### src/hdl/great_circle_dead_reckoning_top_defines.svh
// assertion macros for the great-circle dead reckoning block
// used by gcdr_ctrl, the module that carries concurrent assertions, needs nothing else
`ifndef GREAT_CIRCLE_DEAD_RECKONING_TOP_DEFINES_SVH
`define GREAT_CIRCLE_DEAD_RECKONING_TOP_DEFINES_SVH
`ifndef ASSERT_OFF
`define GCDR_ASSERT_IMP(lbl, clk, rstn, ante, cons) \
    lbl: assert property (@(posedge clk) disable iff (!rstn) (ante) |-> (cons)) \
        else $error("assertion failed");
`define GCDR_ASSERT_NXT(lbl, clk, rstn, ante, cons) \
    lbl: assert property (@(posedge clk) disable iff (!rstn) (ante) |=> (cons)) \
        else $error("assertion failed");
`else
`define GCDR_ASSERT_IMP(lbl, clk, rstn, ante, cons)
`define GCDR_ASSERT_NXT(lbl, clk, rstn, ante, cons)
`endif
`endif

### src/hdl/gcdr_pkg.sv
// shared types and constants of the great-circle dead reckoning block
// no dependencies
package gcdr_pkg;

    localparam int MUL_W    = 36;
    localparam int CORDIC_W = 64;
    localparam int SHIFT_W  = 6;

    localparam logic signed [31:0] K_GAIN = 32'sd652032874;
    localparam logic signed [31:0] START_LAT_RESET = 32'sd404949798;
    localparam logic signed [31:0] START_LON_RESET = 32'sd1412663658;
    localparam logic [63:0] INV_PI_Q64 = 64'h517C_C1B7_2722_0A94;
    localparam logic signed [CORDIC_W-1:0] NORM_TOP = 64'sh0800_0000_0000_0000;
    localparam logic signed [CORDIC_W-1:0] NORM_FAST = 64'sh0080_0000_0000_0000;

    localparam logic [1:0] CFG_START_LAT = 2'd0;
    localparam logic [1:0] CFG_START_LON = 2'd1;
    localparam logic [1:0] CFG_HEADING   = 2'd2;
    localparam logic [1:0] CFG_STEP      = 2'd3;

    typedef enum logic [4:0] {
        ST_IDLE, ST_RELOAD, ST_ROT_LD, ST_ROT_IT, ST_ROT_ST,
        ST_M_SLCD, ST_T1_A, ST_M_CLSD, ST_M_PCH_A, ST_ADD_A,
        ST_M_CLCD, ST_T1_B, ST_M_SLSD, ST_M_PCH_B, ST_SUB_B,
        ST_M_SHSD, ST_MV_C, ST_VEC_LD, ST_VEC_NORM, ST_VEC_IT, ST_VEC_ST,
        ST_M_MAGK, ST_MV_H, ST_M_SLA, ST_MV_XX, ST_M_CCL, ST_COMMIT
    } ctl_state_t;

    typedef enum logic [3:0] {
        OP_NONE, OP_ROT_LOAD, OP_VEC_LOAD, OP_NORM, OP_PREP, OP_ITER_ROT,
        OP_ITER_VEC, OP_ROT_STORE, OP_VEC_STORE, OP_MUL, OP_MOVE, OP_COMMIT,
        OP_RELOAD
    } dp_op_t;

    typedef enum logic [1:0] {RS_LAT, RS_STEP, RS_HEAD} rot_sel_t;
    typedef enum logic [1:0] {VS_BC, VS_HA, VS_XY} vec_sel_t;

    typedef enum logic [3:0] {
        MS_SL_CD, MS_CL_SD, MS_P_CH, MS_CL_CD, MS_SL_SD, MS_SH_SD,
        MS_MAG_K, MS_SL_A, MS_C_CL
    } mul_sel_t;

    typedef enum logic [2:0] {MV_T1, MV_A, MV_B, MV_C, MV_H, MV_XX} mv_sel_t;

    typedef struct packed {
        dp_op_t   op;
        rot_sel_t rsel;
        vec_sel_t vsel;
        mul_sel_t msel;
        mv_sel_t  mv;
    } dp_cmd_t;

    typedef struct packed {
        logic it_last;
        logic norm_done;
    } dp_stat_t;

endpackage

### src/hdl/gcdr_ctrl.sv
// sequencer of the dead reckoning block: steps the datapath through one request
// depends on gcdr_pkg and the assertion macro header
`include "great_circle_dead_reckoning_top_defines.svh"

module gcdr_ctrl
    import gcdr_pkg::*;
(
    input  logic     clk,
    input  logic     rst_n,
    input  logic     in_valid,
    output logic     in_stall,
    input  logic     reload,
    output logic     out_valid,
    input  logic     out_stall,
    output dp_cmd_t  cmd,
    input  dp_stat_t stat
);

    ctl_state_t state_reg, state_next;
    rot_sel_t   rsel_reg, rsel_next;
    vec_sel_t   vsel_reg, vsel_next;
    logic       out_valid_reg, out_valid_next;
    logic       free;
    logic       fire;

    assign free      = !out_valid_reg || !out_stall;
    assign in_stall  = (state_reg != ST_IDLE);
    assign out_valid = out_valid_reg;

    always_ff @(posedge clk or negedge rst_n)
    begin
        if (!rst_n)
        begin
            state_reg     <= ST_IDLE;
            rsel_reg      <= RS_LAT;
            vsel_reg      <= VS_BC;
            out_valid_reg <= 1'b0;
        end
        else
        begin
            state_reg     <= state_next;
            rsel_reg      <= rsel_next;
            vsel_reg      <= vsel_next;
            out_valid_reg <= out_valid_next;
        end
    end

    // next state
    always_comb
    begin
        state_next = state_reg;
        rsel_next  = rsel_reg;
        vsel_next  = vsel_reg;
        unique case (state_reg)
            ST_IDLE:
            begin
                if (in_valid)
                begin
                    state_next = reload ? ST_RELOAD : ST_ROT_LD;
                    rsel_next  = RS_LAT;
                end
            end
            ST_RELOAD:   if (free) state_next = ST_IDLE;
            ST_ROT_LD:   state_next = ST_ROT_IT;
            ST_ROT_IT:   if (stat.it_last) state_next = ST_ROT_ST;
            ST_ROT_ST:
            begin
                unique case (rsel_reg)
                    RS_LAT:
                    begin
                        rsel_next  = RS_STEP;
                        state_next = ST_ROT_LD;
                    end
                    RS_STEP:
                    begin
                        rsel_next  = RS_HEAD;
                        state_next = ST_ROT_LD;
                    end
                    default: state_next = ST_M_SLCD;
                endcase
            end
            ST_M_SLCD:   state_next = ST_T1_A;
            ST_T1_A:     state_next = ST_M_CLSD;
            ST_M_CLSD:   state_next = ST_M_PCH_A;
            ST_M_PCH_A:  state_next = ST_ADD_A;
            ST_ADD_A:    state_next = ST_M_CLCD;
            ST_M_CLCD:   state_next = ST_T1_B;
            ST_T1_B:     state_next = ST_M_SLSD;
            ST_M_SLSD:   state_next = ST_M_PCH_B;
            ST_M_PCH_B:  state_next = ST_SUB_B;
            ST_SUB_B:    state_next = ST_M_SHSD;
            ST_M_SHSD:   state_next = ST_MV_C;
            ST_MV_C:
            begin
                vsel_next  = VS_BC;
                state_next = ST_VEC_LD;
            end
            ST_VEC_LD:   state_next = ST_VEC_NORM;
            ST_VEC_NORM: if (stat.norm_done) state_next = ST_VEC_IT;
            ST_VEC_IT:   if (stat.it_last) state_next = ST_VEC_ST;
            ST_VEC_ST:
            begin
                unique case (vsel_reg)
                    VS_BC:   state_next = ST_M_MAGK;
                    VS_HA:   state_next = ST_M_SLA;
                    default: state_next = ST_COMMIT;
                endcase
            end
            ST_M_MAGK:   state_next = ST_MV_H;
            ST_MV_H:
            begin
                vsel_next  = VS_HA;
                state_next = ST_VEC_LD;
            end
            ST_M_SLA:    state_next = ST_MV_XX;
            ST_MV_XX:    state_next = ST_M_CCL;
            ST_M_CCL:
            begin
                vsel_next  = VS_XY;
                state_next = ST_VEC_LD;
            end
            ST_COMMIT:   if (free) state_next = ST_IDLE;
            default:     state_next = ST_IDLE;
        endcase
    end

    // datapath commands
    always_comb
    begin
        cmd      = '{op: OP_NONE, rsel: rsel_reg, vsel: vsel_reg,
                     msel: MS_SL_CD, mv: MV_T1};
        fire     = 1'b0;
        unique case (state_reg)
            ST_RELOAD:
            begin
                fire = free;
                if (free) cmd.op = OP_RELOAD;
            end
            ST_ROT_LD:   cmd.op = OP_ROT_LOAD;
            ST_ROT_IT:   cmd.op = OP_ITER_ROT;
            ST_ROT_ST:   cmd.op = OP_ROT_STORE;
            ST_M_SLCD:   begin cmd.op = OP_MUL;  cmd.msel = MS_SL_CD; end
            ST_T1_A:     begin cmd.op = OP_MOVE; cmd.mv   = MV_T1;    end
            ST_M_CLSD:   begin cmd.op = OP_MUL;  cmd.msel = MS_CL_SD; end
            ST_M_PCH_A:  begin cmd.op = OP_MUL;  cmd.msel = MS_P_CH;  end
            ST_ADD_A:    begin cmd.op = OP_MOVE; cmd.mv   = MV_A;     end
            ST_M_CLCD:   begin cmd.op = OP_MUL;  cmd.msel = MS_CL_CD; end
            ST_T1_B:     begin cmd.op = OP_MOVE; cmd.mv   = MV_T1;    end
            ST_M_SLSD:   begin cmd.op = OP_MUL;  cmd.msel = MS_SL_SD; end
            ST_M_PCH_B:  begin cmd.op = OP_MUL;  cmd.msel = MS_P_CH;  end
            ST_SUB_B:    begin cmd.op = OP_MOVE; cmd.mv   = MV_B;     end
            ST_M_SHSD:   begin cmd.op = OP_MUL;  cmd.msel = MS_SH_SD; end
            ST_MV_C:     begin cmd.op = OP_MOVE; cmd.mv   = MV_C;     end
            ST_VEC_LD:   cmd.op = OP_VEC_LOAD;
            ST_VEC_NORM: cmd.op = stat.norm_done ? OP_PREP : OP_NORM;
            ST_VEC_IT:   cmd.op = OP_ITER_VEC;
            ST_VEC_ST:   cmd.op = OP_VEC_STORE;
            ST_M_MAGK:   begin cmd.op = OP_MUL;  cmd.msel = MS_MAG_K; end
            ST_MV_H:     begin cmd.op = OP_MOVE; cmd.mv   = MV_H;     end
            ST_M_SLA:    begin cmd.op = OP_MUL;  cmd.msel = MS_SL_A;  end
            ST_MV_XX:    begin cmd.op = OP_MOVE; cmd.mv   = MV_XX;    end
            ST_M_CCL:    begin cmd.op = OP_MUL;  cmd.msel = MS_C_CL;  end
            ST_COMMIT:
            begin
                fire = free;
                if (free) cmd.op = OP_COMMIT;
            end
            default:     cmd.op = OP_NONE;
        endcase
    end

    assign out_valid_next = (out_valid_reg && out_stall) || fire;

    `GCDR_ASSERT_NXT(a_commit_shows, clk, rst_n, (state_reg == ST_COMMIT) && free, out_valid)
    `GCDR_ASSERT_NXT(a_rot_holds, clk, rst_n, (state_reg == ST_ROT_IT) && !stat.it_last, state_reg == ST_ROT_IT)
    `GCDR_ASSERT_NXT(a_accept_starts, clk, rst_n, (state_reg == ST_IDLE) && in_valid, (state_reg == ST_ROT_LD) || (state_reg == ST_RELOAD))

endmodule

### config.mk
export PLATFORM = sky130hd
export DESIGN_NAME = gcdr_ctrl
export DESIGN_NICKNAME = d
export VERILOG_FILES = /design/src/hdl/gcdr_pkg.sv /design/src/hdl/gcdr_ctrl.sv
export VERILOG_INCLUDE_DIRS = /design/src /design/src/hdl
export SDC_FILE = /design/constraint.sdc
export NUM_CORES = 1
export LEC_CHECK = 0
export BUFFER_PORTS_ARGS = -buffer_cell sky130_fd_sc_hd__buf_2
export CORE_ASPECT_RATIO = 0.75
export CORE_MARGIN = 4
export CORE_UTILIZATION = 40
export CTS_CLUSTER_SIZE = 16
export DETAILED_ROUTE_END_ITERATION = 10
export SYNTH_ARGS = -nofsm -noshare
export SYNTH_HDL_FRONTEND = slang
export SYNTH_SLANG_ARGS = --single-unit
### constraint.sdc
create_clock -name clk -period 5.4 [get_ports clk]
set_input_delay 1.62 -clock clk [delete_from_list [all_inputs] [get_ports clk]]
set_output_delay 1.62 -clock clk [all_outputs]
set_load 0.005 [all_outputs]
==> impl_metrics.py <==
metrics = {
    "run_status": {
        "outcome": "complete, no violations",
    },
    "hold_path": {
        "min_path_type": "reg2reg",
    },
    "sta": {
        "fin_crit_sh_pct": 76.32,
        "rsz0062_at_grt": "no",
        "slew_viol_final": 0,
        "max_slew.worst_pin.slew_ps": 929.2,
        "finClkSkew_ps": 8.886,
        "slew-limit-headroom_pct": 38.05,
        "finalSetupViolations": 0,
        "clock.fmax_mhz": 242.7,
        "fin_setup_tns_ps": 0,
        "period_needed_ps": 4121,
        "hold_viol": 0,
    },
    "grt": {
        "gr-total-overflow": 0,
        "grt_max_degree": 35,
        "antenna_found_initial": 0,
        "grt_pass1_vias": 1025,
        "grtUsageTotal_pct": 18.99,
        "grt_pass1_wl_um": 5037,
    },
    "cts": {
        "cts-root-buf": "clkbuf_4",
        "clk_pin_slew_ps": 60,
        "htree_levels": 1,
        "cts_resized": 0,
        "clkLatencyLatePin_ps": 270,
        "cts_num_sinks": 10,
        "cts.hold.buffers_added": 0,
        "cts_tree": "yes",
        "cts_setup_buffers": 0,
        "cts_buffers": 3,
        "clk_path_buf_depth": 2,
    },
    "synth": {
        "yosys_warnings": 0,
        "syn-instance-count": 154,
        "ys_seq_area_share_pct": 23.34,
        "synth_top_area_share_pct": 23.34,
        "synth_seq_cells": 10,
        "synth-async-reset-ratio_pct": 100.0,
        "synth_area_leaders": "dfrtp_1 23%, a21oi_1 7.9%, o21ai_0 7.0%, nand2_1 6.3%, nor2_1 4.9%",
        "synth_common_cells": "18 x nand2_1, 17 x a21oi_1, 15 x o21ai_0, 14 x nor2_1, 10 x dfrtp_1",
        "yosysTopAreaCell": "dfrtp_1",
        "synth_cell_types": 40,
        "ys.flop_type": "dfrtp_1",
        "synth_edf_count": 0,
        "avgSynthCellArea_um2": 6.963,
        "netlist_area_um2": 1072,
        "synth_nets": 161,
        "synth.most_common_cell": "nand2_1",
    },
    "worst_setup_path": {
        "critPathLaunchType": "primary input",
        "crit_slowest_cell": "a211oi_1",
        "max_stage_delay_ps": 210,
        "cp_max_fo": 3,
        "path_cells": "buf_2 > and3_1 > o21bai_1 > a31oi_1 > a211oi_1 > buf_2",
        "worstPathArrival_ps": 2500,
        "path_class": "in2out",
        "cpMostUsedCell": "buf_2",
        "cp-end-kind": "primary output",
        "crit_required_ps": 3780,
    },
    "route": {
        "drt-total-wl_um": 2956,
        "dr_total_vias": 1155,
        "drt-pass1-iter-count": 4,
        "drtIter0Drc": 138,
        "drc": 0,
        "postRouteAntennaNets": 0,
        "wl_per_cell_um": 14.71,
        "viasPerCell": 5.746,
    },
    "placement": {
        "place_hpwl_um": 1977,
        "gp_congestion": 0.7739,
        "io_buffers": 23,
    },
    "floorplanning": {
        "fp.dieArea_um2": 3582,
        "core-area_um2": 2421,
        "num_rows": 15,
        "dieHeight_um": 52.84,
        "die_x_um": 67.79,
        "start_util_pct": 44.29,
        "io_pins": 24,
    },
    "final_layout": {
        "utilization_pct": 49.87,
        "largest_register_ffs": 5,
        "syn_to_final_growth_pct": 12.60,
        "drive_above_1_share_pct": 20.36,
        "antenna_cells": 0,
        "layout.nets": 175,
    },
    "power_and_ir_drop": {
        "vdd_ir_drop_max_uv": 253.4,
        "pwr_density_cell_nw_per_um2": 657.8,
        "p_leak_nw": 0.5170,
    },
    "job": {
        "cap_violations": 0,
    },
}
## report_power, final
| part | switching (W) | internal (W) | total, W |
|---|---|---|---|
| Clock | 0.0000277 | 0.0000410 | 0.0000686 |
| Sequential | 0.000158 | 0.000103 | 0.000261 |
| Combinational | 0.000225 | 0.000240 | 0.000465 |
## stage by stage
step | hold slack, ps | total power [W] | instances | instance area, um^2 | setup WS (ps)
3_5_place_dp | 505.3 | 0.0007211 | 197 | 1171 | 1277
3_3_place_gp | 499.6 | 0.0007183 | 197 | 1171 | 1295
5_1_grt | 574.7 | 0.0008862 | 201 | 1207 | 1082
6_report | 513.1 | 0.0007943 | 201 | 1207 | 1279
4_1_cts | 522.6 | 0.0007927 | 201 | 1207 | 1267
2_1_floorplan | 490.1 | 0.0005900 | 154 | 1072 | 1550
## cell families (layout without fill, tap and decap cells)
kind of cell / count (synthesis) / in the layout / synth area share, %
mux: 4 / 4 / 4.200
simple gates: 66 / 66 / 32.90
flops: 10 / 10 / 23.34
buf+inv: 17 / 30 / 6.534
compound gates: 57 / 57 / 33.02
## path summary, 6_finish.rpt
check	startpoint	to	slack, ps	cells past startpoint
worst max-delay path	out_stall	cmd[11]	1280	6
worst min-delay path	vsel_reg[0]$_DFFE_PN0P_	vsel_reg[0]$_DFFE_PN0P_	510	2
worst max register to register	state_reg[0]$_DFFE_PN0P_	state_reg[0]$_DFFE_PN0P_	3230	4
worst min register to register	vsel_reg[0]$_DFFE_PN0P_	vsel_reg[0]$_DFFE_PN0P_	510	2
max in group asynchronous	rst_n	state_reg[0]$_DFFE_PN0P_	4010	1
min in group asynchronous	rst_n	state_reg[2]$_DFFE_PN0P_	1190	1
## critical path: cells and delay by family
family	cells	cell delay, ps
buffers and inverters	2	260
AND/OR/NAND/NOR	1	170
AO/OA/AOI/OAI	3	450
## placed cells by master (no fill, tap or decap), drive strengths merged, types with 2 or more instances in the layout
cell	netlist	layout
buf	5	23
nor3	2	2
nand3b	2	2
o21ai	15	15
or2	4	4
nor2b	5	5
o32a	2	2
clkbuf	9	4
dfrtp	10	10
or3	4	4
and3	3	3
a21boi	2	2
nor3b	2	2
a31oi	5	5
inv	2	2
a221oi	2	2
nand2b	4	4
a21oi	17	17
o2bb2ai	2	2
a22o	2	2
nand2	18	18
o21bai	5	5
nor2	14	14
mux2i	3	3
## cell type report
type | instances | area, um^2
Timing Repair Buffer | 23 | 115.1
Tap cell | 34 | 42.54
Fill cell | 247 | 1214
Sequential cell | 10 | 250.2
Clock buffer | 4 | 36.28
Multi-Input combinational cell | 127 | 752.0
Inverter | 3 | 11.26
## routing by layer
layer  share of wire (%)  wire length (um)  vias to the layer above  global-route usage (%)
li1                    -                 -                      587                       -
met1                  51              1506                      539                   27.76
met2                  43              1258                       25                   26.82
met3                 5.1               152                        4                   4.721
met4                 1.3                38                        0                   5.941
met5                   0                 0                        -                       0
Note: power is estimated with default switching activity, not from simulation.
